==> config.mk <==
export PLATFORM = sky130hd
export DESIGN_NAME = even_odd_partition_unit
export DESIGN_NICKNAME = d
export VERILOG_FILES = /design/src/design/eop_pkg.sv /design/src/design/eop_ctrl.sv /design/src/design/eop_dp.sv /design/src/design/even_odd_partition_unit.sv
export SDC_FILE = /design/constraint.sdc
export NUM_CORES = 2
export LEC_CHECK = 0
export ABC_AREA = 0
export BUFFER_PORTS_ARGS = -buffer_cell sky130_fd_sc_hd__buf_2
export CELL_PAD_IN_SITES_DETAIL_PLACEMENT = 0
export CELL_PAD_IN_SITES_GLOBAL_PLACEMENT = 2
export CORE_AREA = 5 5 505 507
export DETAILED_ROUTE_END_ITERATION = 8
export DIE_AREA = 0 0 510 512
export PLACE_DENSITY_LB_ADDON = 0.15
export SYNTH_ARGS = -nofsm -noshare
export SYNTH_HDL_FRONTEND = slang
export SYNTH_SLANG_ARGS = --single-unit
==> constraint.sdc <==
create_clock -name clk_i -period 6.87 [get_ports clk_i]
set_input_delay 0.3435 -clock clk_i [delete_from_list [all_inputs] [get_ports clk_i]]
set_output_delay 0.3435 -clock clk_i [all_outputs]
set_load 0.01 [all_outputs]
==> src/design/eop_pkg.sv <==
`timescale 1ns / 1ps
// ----------------------------------------------------------------------------
// eop_pkg
// Shared types for the even/odd partition unit: request structs, controller
// states, and the command and status bundles between controller and datapath.
// ----------------------------------------------------------------------------
package eop_pkg;

  // Input request: one array element plus its end-of-array marker
  typedef struct packed {
    logic signed [31:0] value;
    logic               final_element;
  } in_req_t;

  // Output request: one element of the partitioned array
  typedef struct packed {
    logic signed [31:0] result_value;
    logic               result_last;
    logic               overflow;
  } out_req_t;

  // Controller states
  typedef enum logic [2:0] {
    S_LOAD,   // take elements into the store
    S_PCHK,   // compare pointers, read both ends
    S_PEVAL,  // test parity at low, start swap if odd
    S_PSWAP,  // second half of the swap, move high down
    S_EREAD,  // read the next element to emit
    S_ELOAD,  // load the output register
    S_EWAIT   // wait for the result to be taken
  } state_e;

  // Controller to datapath
  typedef struct packed {
    logic in_ready;   // input side may accept
    logic part_read;  // read store at low and high
    logic part_adv;   // low pointer up
    logic swap_lo;    // write high entry's value to low
    logic swap_hi;    // write low entry's value to high, high pointer down
    logic emit_read;  // read store at emit index
    logic emit_load;  // load output register
    logic emit_next;  // emit index up
    logic emit_done;  // array finished, clear count and overflow
  } cmd_t;

  // Datapath to controller
  typedef struct packed {
    logic final_fire;  // element with final marker accepted
    logic low_lt_high; // partition not finished
    logic low_odd;     // element read at low is odd
    logic out_taken;   // output register emptied this cycle
    logic out_last;    // element in output register is the last one
  } sts_t;

endpackage

==> src/design/eop_ctrl.sv <==
`timescale 1ns / 1ps
// ----------------------------------------------------------------------------
// eop_ctrl
// Sequencer for load, two-pointer partition and emit phases.
// ----------------------------------------------------------------------------
module eop_ctrl (
  input  logic          clk_i,
  input  logic          rst_ni,
  input  eop_pkg::sts_t sts_i,
  output eop_pkg::cmd_t cmd_o
);

  eop_pkg::state_e state_q, state_d;

  // State register
  always_ff @(posedge clk_i or negedge rst_ni) begin
    if (!rst_ni) begin
      state_q <= eop_pkg::S_LOAD;
    end else begin
      state_q <= state_d;
    end
  end

  // Next state and commands
  always_comb begin
    state_d = state_q;
    cmd_o   = '0;
    case (state_q)
      eop_pkg::S_LOAD: begin
        cmd_o.in_ready = 1'b1;
        if (sts_i.final_fire) begin
          state_d = eop_pkg::S_PCHK;
        end
      end
      eop_pkg::S_PCHK: begin
        if (sts_i.low_lt_high) begin
          cmd_o.part_read = 1'b1;
          state_d         = eop_pkg::S_PEVAL;
        end else begin
          state_d = eop_pkg::S_EREAD;
        end
      end
      eop_pkg::S_PEVAL: begin
        if (sts_i.low_odd) begin
          cmd_o.swap_lo = 1'b1;
          state_d       = eop_pkg::S_PSWAP;
        end else begin
          cmd_o.part_adv = 1'b1;
          state_d        = eop_pkg::S_PCHK;
        end
      end
      eop_pkg::S_PSWAP: begin
        cmd_o.swap_hi = 1'b1;
        state_d       = eop_pkg::S_PCHK;
      end
      eop_pkg::S_EREAD: begin
        cmd_o.emit_read = 1'b1;
        state_d         = eop_pkg::S_ELOAD;
      end
      eop_pkg::S_ELOAD: begin
        cmd_o.emit_load = 1'b1;
        state_d         = eop_pkg::S_EWAIT;
      end
      eop_pkg::S_EWAIT: begin
        if (sts_i.out_taken) begin
          if (sts_i.out_last) begin
            cmd_o.emit_done = 1'b1;
            state_d         = eop_pkg::S_LOAD;
          end else begin
            cmd_o.emit_next = 1'b1;
            state_d         = eop_pkg::S_EREAD;
          end
        end
      end
      default: begin
        state_d = eop_pkg::S_LOAD;
      end
    endcase
  end

endmodule

==> src/design/eop_dp.sv <==
`timescale 1ns / 1ps
// ----------------------------------------------------------------------------
// eop_dp
// Element store, count, pointers, overflow flag and output register.
// ----------------------------------------------------------------------------
module eop_dp #(
  parameter int MAX_ELEMENTS = 64,
  parameter int DATA_WIDTH   = 32
) (
  input  logic             clk_i,
  input  logic             rst_ni,
  input  eop_pkg::cmd_t    cmd_i,
  output eop_pkg::sts_t    sts_o,
  input  logic             in_valid_i,
  input  eop_pkg::in_req_t in_req_i,
  output logic             out_valid_o,
  input  logic             out_stall_i,
  output eop_pkg::out_req_t out_req_o
);

  localparam int AW = (MAX_ELEMENTS > 1) ? $clog2(MAX_ELEMENTS) : 1;
  localparam int CW = $clog2(MAX_ELEMENTS + 1);

  logic [DATA_WIDTH-1:0] mem [MAX_ELEMENTS];
  logic [DATA_WIDTH-1:0] rd_a_q, rd_b_q;

  logic [CW-1:0] count_q, count_d;
  logic [AW-1:0] low_q, low_d, high_q, high_d, idx_q, idx_d;
  logic          ovf_q, ovf_d;
  logic          out_valid_q, out_valid_d;
  eop_pkg::out_req_t out_q;

  logic          in_fire, full, out_taken;
  logic [63:0]   in_ext, rd_ext;
  logic [DATA_WIDTH-1:0] in_data;
  logic [AW-1:0] rd_a_addr;
  logic          wr_en;
  logic [AW-1:0] wr_addr;
  logic [DATA_WIDTH-1:0] wr_data;

  assign in_fire   = in_valid_i & cmd_i.in_ready;
  assign full      = (count_q == CW'(MAX_ELEMENTS));
  assign out_taken = out_valid_q & ~out_stall_i;

  // Input value into store width, zero padded above 32 bits
  assign in_ext  = {32'b0, in_req_i.value};
  assign in_data = in_ext[DATA_WIDTH-1:0];

  // Store write port: load, or one half of a swap
  always_comb begin
    wr_en   = 1'b0;
    wr_addr = count_q[AW-1:0];
    wr_data = in_data;
    if (in_fire && !full) begin
      wr_en = 1'b1;
    end else if (cmd_i.swap_lo) begin
      wr_en   = 1'b1;
      wr_addr = low_q;
      wr_data = rd_b_q;
    end else if (cmd_i.swap_hi) begin
      wr_en   = 1'b1;
      wr_addr = high_q;
      wr_data = rd_a_q;
    end
  end

  assign rd_a_addr = cmd_i.emit_read ? idx_q : low_q;

  // Element store: one write, two registered reads
  always_ff @(posedge clk_i) begin
    if (wr_en) begin
      mem[wr_addr] <= wr_data;
    end
    if (cmd_i.part_read || cmd_i.emit_read) begin
      rd_a_q <= mem[rd_a_addr];
    end
    if (cmd_i.part_read) begin
      rd_b_q <= mem[high_q];
    end
  end

  // Count, pointers, emit index, overflow flag
  always_comb begin
    count_d     = count_q;
    low_d       = low_q;
    high_d      = high_q;
    idx_d       = idx_q;
    ovf_d       = ovf_q;
    out_valid_d = out_valid_q;
    if (in_fire) begin
      if (full) begin
        ovf_d = 1'b1;
      end else begin
        count_d = count_q + CW'(1);
      end
      if (in_req_i.final_element) begin
        low_d  = '0;
        high_d = full ? AW'(count_q - CW'(1)) : AW'(count_q);
        idx_d  = '0;
      end
    end
    if (cmd_i.part_adv) begin
      low_d = low_q + AW'(1);
    end
    if (cmd_i.swap_hi) begin
      high_d = high_q - AW'(1);
    end
    if (cmd_i.emit_next) begin
      idx_d = idx_q + AW'(1);
    end
    if (cmd_i.emit_done) begin
      count_d = '0;
      ovf_d   = 1'b0;
      low_d   = '0;
      high_d  = '0;
    end
    if (cmd_i.emit_load) begin
      out_valid_d = 1'b1;
    end else if (out_taken) begin
      out_valid_d = 1'b0;
    end
  end

  always_ff @(posedge clk_i or negedge rst_ni) begin
    if (!rst_ni) begin
      count_q     <= '0;
      low_q       <= '0;
      high_q      <= '0;
      idx_q       <= '0;
      ovf_q       <= 1'b0;
      out_valid_q <= 1'b0;
    end else begin
      count_q     <= count_d;
      low_q       <= low_d;
      high_q      <= high_d;
      idx_q       <= idx_d;
      ovf_q       <= ovf_d;
      out_valid_q <= out_valid_d;
    end
  end

  // Output register payload
  assign rd_ext = 64'(rd_a_q);
  always_ff @(posedge clk_i) begin
    if (cmd_i.emit_load) begin
      out_q.result_value <= rd_ext[31:0];
      out_q.result_last  <= ((CW'(idx_q) + CW'(1)) == count_q);
      out_q.overflow     <= ovf_q;
    end
  end

  assign out_valid_o = out_valid_q;
  assign out_req_o   = out_q;

  // Status to controller
  assign sts_o.final_fire  = in_fire & in_req_i.final_element;
  assign sts_o.low_lt_high = (low_q < high_q);
  assign sts_o.low_odd     = rd_a_q[0];
  assign sts_o.out_taken   = out_taken;
  assign sts_o.out_last    = out_q.result_last;

endmodule

==> src/design/even_odd_partition_unit.sv <==
`timescale 1ns / 1ps
// ----------------------------------------------------------------------------
// even_odd_partition_unit
// Loads an array, partitions it even-first with two pointers, emits it.
// ----------------------------------------------------------------------------
// Elements are taken one per cycle until one arrives with final_element set;
// elements beyond MAX_ELEMENTS are dropped and flag overflow on every result
// of that array. No input is taken from then until the last result is taken.
// The partition runs on a store with one write and two read ports: each step
// on an even element passes pointer check and parity test, each swap adds a
// second write state (the swap needs two writes), and a last pointer check
// finishes it. Each result then goes through store read, output register
// load and handoff, and waits there while the output is stalled.
module even_odd_partition_unit #(
  parameter int MAX_ELEMENTS = 64,
  parameter int DATA_WIDTH   = 32
) (
  input  logic              clk_i,
  input  logic              rst_ni,
  input  logic              in_valid_i,
  output logic              in_stall_o,
  input  eop_pkg::in_req_t  in_req_i,
  output logic              out_valid_o,
  input  logic              out_stall_i,
  output eop_pkg::out_req_t out_req_o
);

  eop_pkg::cmd_t cmd;
  eop_pkg::sts_t sts;

  eop_ctrl u_ctrl (
    .clk_i  (clk_i),
    .rst_ni (rst_ni),
    .sts_i  (sts),
    .cmd_o  (cmd)
  );

  eop_dp #(
    .MAX_ELEMENTS (MAX_ELEMENTS),
    .DATA_WIDTH   (DATA_WIDTH)
  ) u_dp (
    .clk_i       (clk_i),
    .rst_ni      (rst_ni),
    .cmd_i       (cmd),
    .sts_o       (sts),
    .in_valid_i  (in_valid_i),
    .in_req_i    (in_req_i),
    .out_valid_o (out_valid_o),
    .out_stall_i (out_stall_i),
    .out_req_o   (out_req_o)
  );

  assign in_stall_o = ~cmd.in_ready;

  // No input while a result is pending
  a_no_in_while_out: assert property (@(posedge clk_i) disable iff (!rst_ni)
    out_valid_o |-> in_stall_o)
    else $error("input open while result pending");

  // Last result taken returns to loading
  a_last_reopens: assert property (@(posedge clk_i) disable iff (!rst_ni)
    out_valid_o && !out_stall_i && out_req_o.result_last |=> !in_stall_o)
    else $error("input not reopened after last result");

  // At most one store write source per cycle
  a_one_writer: assert property (@(posedge clk_i) disable iff (!rst_ni)
    $onehot0({cmd.in_ready && in_valid_i, cmd.swap_lo, cmd.swap_hi}))
    else $error("store write conflict");

  // A swap's second half always follows its first
  a_swap_pair: assert property (@(posedge clk_i) disable iff (!rst_ni)
    cmd.swap_lo |=> cmd.swap_hi)
    else $error("swap not completed");

endmodule

==> summary.md <==
| Metric | Value |
|---|---|
| Post-synthesis sequential area ratio | `0.657` |
| Power density of the placed cells | `422 nW/um2` |
| GRT overflow | `0` |
| Die boundary height | `512 um` |
| Number of DRC violations after detailed routing | `0` |
| Post-Syn Nets | `5430` |
| Library cells used by synthesis | `49` |
| Placeable Area | `250000 um2` |
| Final design area excluding fillers | `113000 um2` |
| Die Footprint | `261000 um2` |
| Maximum vdd drop | `0.432 mV` |
| Leading cell types in the layout, fill and taps excluded | `2146 x sky130_fd_sc_hd__edfxtp_1, 1060 x sky130_fd_sc_hd__mux2i_1, 672 x sky130_fd_sc_hd__mux4_2` |
| Overall routing resource usage | `0.270` |
| Area taken by flip-flops and latches | `65200 um2` |
| Via Count | `58500` |
| Crit path cell chain | `inv_1 -> ha_1 -> nand2b_1 -> nor4_2 -> nor2b_1 -> a22oi_1 -> nand3b_1 -> nor2_4 -> buf_4` |
| Actual slew at the worst max-slew pin | `1.37 ns` |
| Cell total after placement | `8638` |
| Rel. slew slack | `0.0840` |
| Post-synth top flop | `sky130_fd_sc_hd__edfxtp_1` |
| FF+latch count, synth | `2176` |
| Maximum number of buffers from clock root to sink | `3` |
| CTS tree | `built` |
| Number of enable flip-flop cells after synthesis | `2146` |
| Type of the worst setup path | `reg2reg` |
| LEAKAGE | `0.0398 uW` |
| Setup Skew | `0.0841 ns` |
| Arrival time worst endpoint | `6.29 ns` |
| DRT Wirelength | `358000 um` |
| Number of antenna violations at the first check in global routing | `17` |
| Type of the worst min-delay path | `in2async` |
| Ratio of final minimum period to clock period | `0.841` |
| Maximum level of the CTS H-tree | `4` |
| Syn Std Cell Area | `99300 um2` |
| Pin count of the biggest net entering global routing | `115` |
| Result of the run | `completed` |
| Critical-path top delay cell | `sky130_fd_sc_hd__nor2_4` |
| Fill cell instance count of the final layout | `21400` |
| Number of nets in the layout | `5580` |
| I/O Buffers | `72` |
| Clock root buffer master | `sky130_fd_sc_hd__clkbuf_16` |
| Wire length of the first global-routing pass | `489000 um` |
| Count of endpoints failing hold in the final timing report | `0` |
| Maximum capacitance violations | `0` |
| Router iterations before antenna repair | `5` |
| Clock latency on the worst-skew pair | `0.91 ns` |
| Routability congestion estimate | `0.804` |
| Area of combinational cells with multiple inputs | `33200 um2` |
| Iteration-0 DRC Markers | `6834` |
| Yosys Warn Count | `0` |
| Critical Path Source Type | `register` |
| Die width | `510 um` |
| Floorplan row count | `184` |
| Routed Antenna Nets | `0` |
| Number of buffers added by the clock tree synthesis step | `236` |
| Register-to-Register Path Depth | `9` |
| Fin. max-slew vios | `0` |
| Post-synthesis instance total | `5383` |
| Gates resized, CTS repair | `0` |
| Worst endpoint required time | `7.39 ns` |
| RSZ-0062 raised after global routing | `no` |
| Via count of the first global-routing pass | `57800` |
| Critical path endpoint category | `register` |
| Post-layout minimum cycle time | `5.78 ns` |
| Layout area overhead | `14.0%` |
| Number of standard cells in the layout, taps in and fillers out | `9090` |
| Number of vias per cell after detailed routing | `6.44` |
| Final-report setup violation count | `0` |
| Peak fanout along the critical path | `19` |
| Clock slew at reported path FFs | `0.06 ns` |
| Mean cell area of the mapped netlist | `18.4 um2` |
| Fin Setup TNS | `0 ns` |
| Post-DP HPWL | `214000 um` |
| Layout cells sized above 1 | `0.254` |
| Placed Instance Area | `106000 um2` |
| Effective utilization at floorplan | `0.397` |
| Share of the core filled with cells in the final layout | `0.453` |
| Top-Level Pins | `73` |
| Share of synthesized registers carrying an async set or reset | `0.0138` |
| Slowest Stage Delay on Critical Path | `1.16 ns` |
| Highest achievable clock rate | `0.173 GHz` |
| Detailed-route wire length per cell | `39.4 um` |
| Count of clock tree sinks | `2176` |
| Commonest non-fill, non-tap cell in the layout | `sky130_fd_sc_hd__edfxtp_1` |
sequential cells by signal (all words and copies together) (netlist names):
name              count
u_dp.out_valid_o      1
u_dp.rd_a_q          32
u_dp.low_q            6
u_dp.out_req_o       34
u_dp.count_q          7
u_dp.rd_b_q          32
u_dp.idx_q            6
u_ctrl.state_q        3
u_dp.high_q           6
u_dp.ovf_q            1
u_dp.mem           2048
where the power goes:
group	total [uW]	switching (uW)	internal (uW)
Clock	12400	5470	6950
Sequential	17700	809	16900
Combinational	17600	10500	7130
Total	47800	16800	31000
layout make-up:
cell class / count / share of cell area
clock buffers: 287 / 0.0540
flip-flops and latches: 2176 / 0.576
inverters: 14 / 0.000553
clock inverters: 157 / 0.0126
repair buffers: 337 / 0.0265
diodes: 3 / 0.0000663
multi-input cells: 2768 / 0.293
well taps: 3348 / 0.0370
through the flow:
stage,total power (uW),worst slack (ns),hold slack (ns)
after floorplan,29100,0.715,0.0479
after global placement,35500,1.36,0.439
after detailed placement,35600,1.31,0.444
final,47800,1.09,0.0709
after CTS,48000,1.28,0.0528
after global routing,49400,1.13,0.102
routing by layer:
layer / part of all wire / global-route usage
met4: 0.030 / 0.0746
met1: 0.43 / 0.390
met3: 0.085 / 0.0580
met2: 0.46 / 0.414
met5: 0.000095 / 0
synth_stat cells, types with 6 or more instances:
cell,n,area [um2]
sky130_fd_sc_hd__dfrtp_1,30,751
sky130_fd_sc_hd__xnor2_1,7,61.3
sky130_fd_sc_hd__clkbuf_1,194,728
sky130_fd_sc_hd__o21ai_0,55,275
sky130_fd_sc_hd__nand3_1,17,85.1
sky130_fd_sc_hd__ha_1,10,125
sky130_fd_sc_hd__a21oi_1,14,70.1
sky130_fd_sc_hd__nand3b_1,12,90.1
sky130_fd_sc_hd__buf_2,178,891
sky130_fd_sc_hd__mux4_2,672,15100
sky130_fd_sc_hd__o31ai_1,6,45.0
sky130_fd_sc_hd__nand4_1,35,219
sky130_fd_sc_hd__o22ai_1,515,3220
sky130_fd_sc_hd__edfxtp_1,2146,64400
sky130_fd_sc_hd__mux2i_1,1061,10600
sky130_fd_sc_hd__inv_1,12,45.0
sky130_fd_sc_hd__nor2_1,88,330
sky130_fd_sc_hd__nand2_1,78,293
sky130_fd_sc_hd__xor2_1,9,78.8
sky130_fd_sc_hd__or3_1,8,50.1
sky130_fd_sc_hd__buf_1,49,184
sky130_fd_sc_hd__nand2b_1,10,62.6
sky130_fd_sc_hd__o41ai_1,129,1130
critical path, delay by kind of cell (launching register included):
kind	cells	cell delay (ns)
simple gates	5	3.12
buf+inv	2	0.88
flops	1	0.74
compound gates	1	0.34
fa+ha+maj	1	0.30
kinds of logic after synthesis:
group,share of synthesized area
AO/OA/AOI/OAI,0.0491
adder cells (fa/ha/maj),0.00126
buffers and inverters,0.0191
AND/OR/NAND/NOR,0.0132
XOR/XNOR,0.00141
multiplexers,0.259
flip-flops,0.657
worst paths after layout:
| check | startpoint | endpoint | slack (ns) |
|---|---|---|---|
| setup / recovery | u_dp.count_q[0] | u_dp.mem[32][20] | 1.09 |
| hold / removal | rst_ni | u_dp.count_q[4] | 0.07 |
| setup reg to reg | u_dp.count_q[0] | u_dp.mem[32][20] | 1.09 |
| hold reg to reg | u_dp.rd_a_q[7] | u_dp.out_req_o[9] | 0.45 |
| max in group asynchronous | rst_ni | u_dp.high_q[3] | 6.25 |
| min in group clk_i | in_req_i[4] | u_dp.mem[18][3] | 0.12 |
timing repair:
item                      CTS  global route
hold endpoints to repair   40             0
hold buffers                5             0
setup buffers               0             0
(Power assumes the default switching activity.)
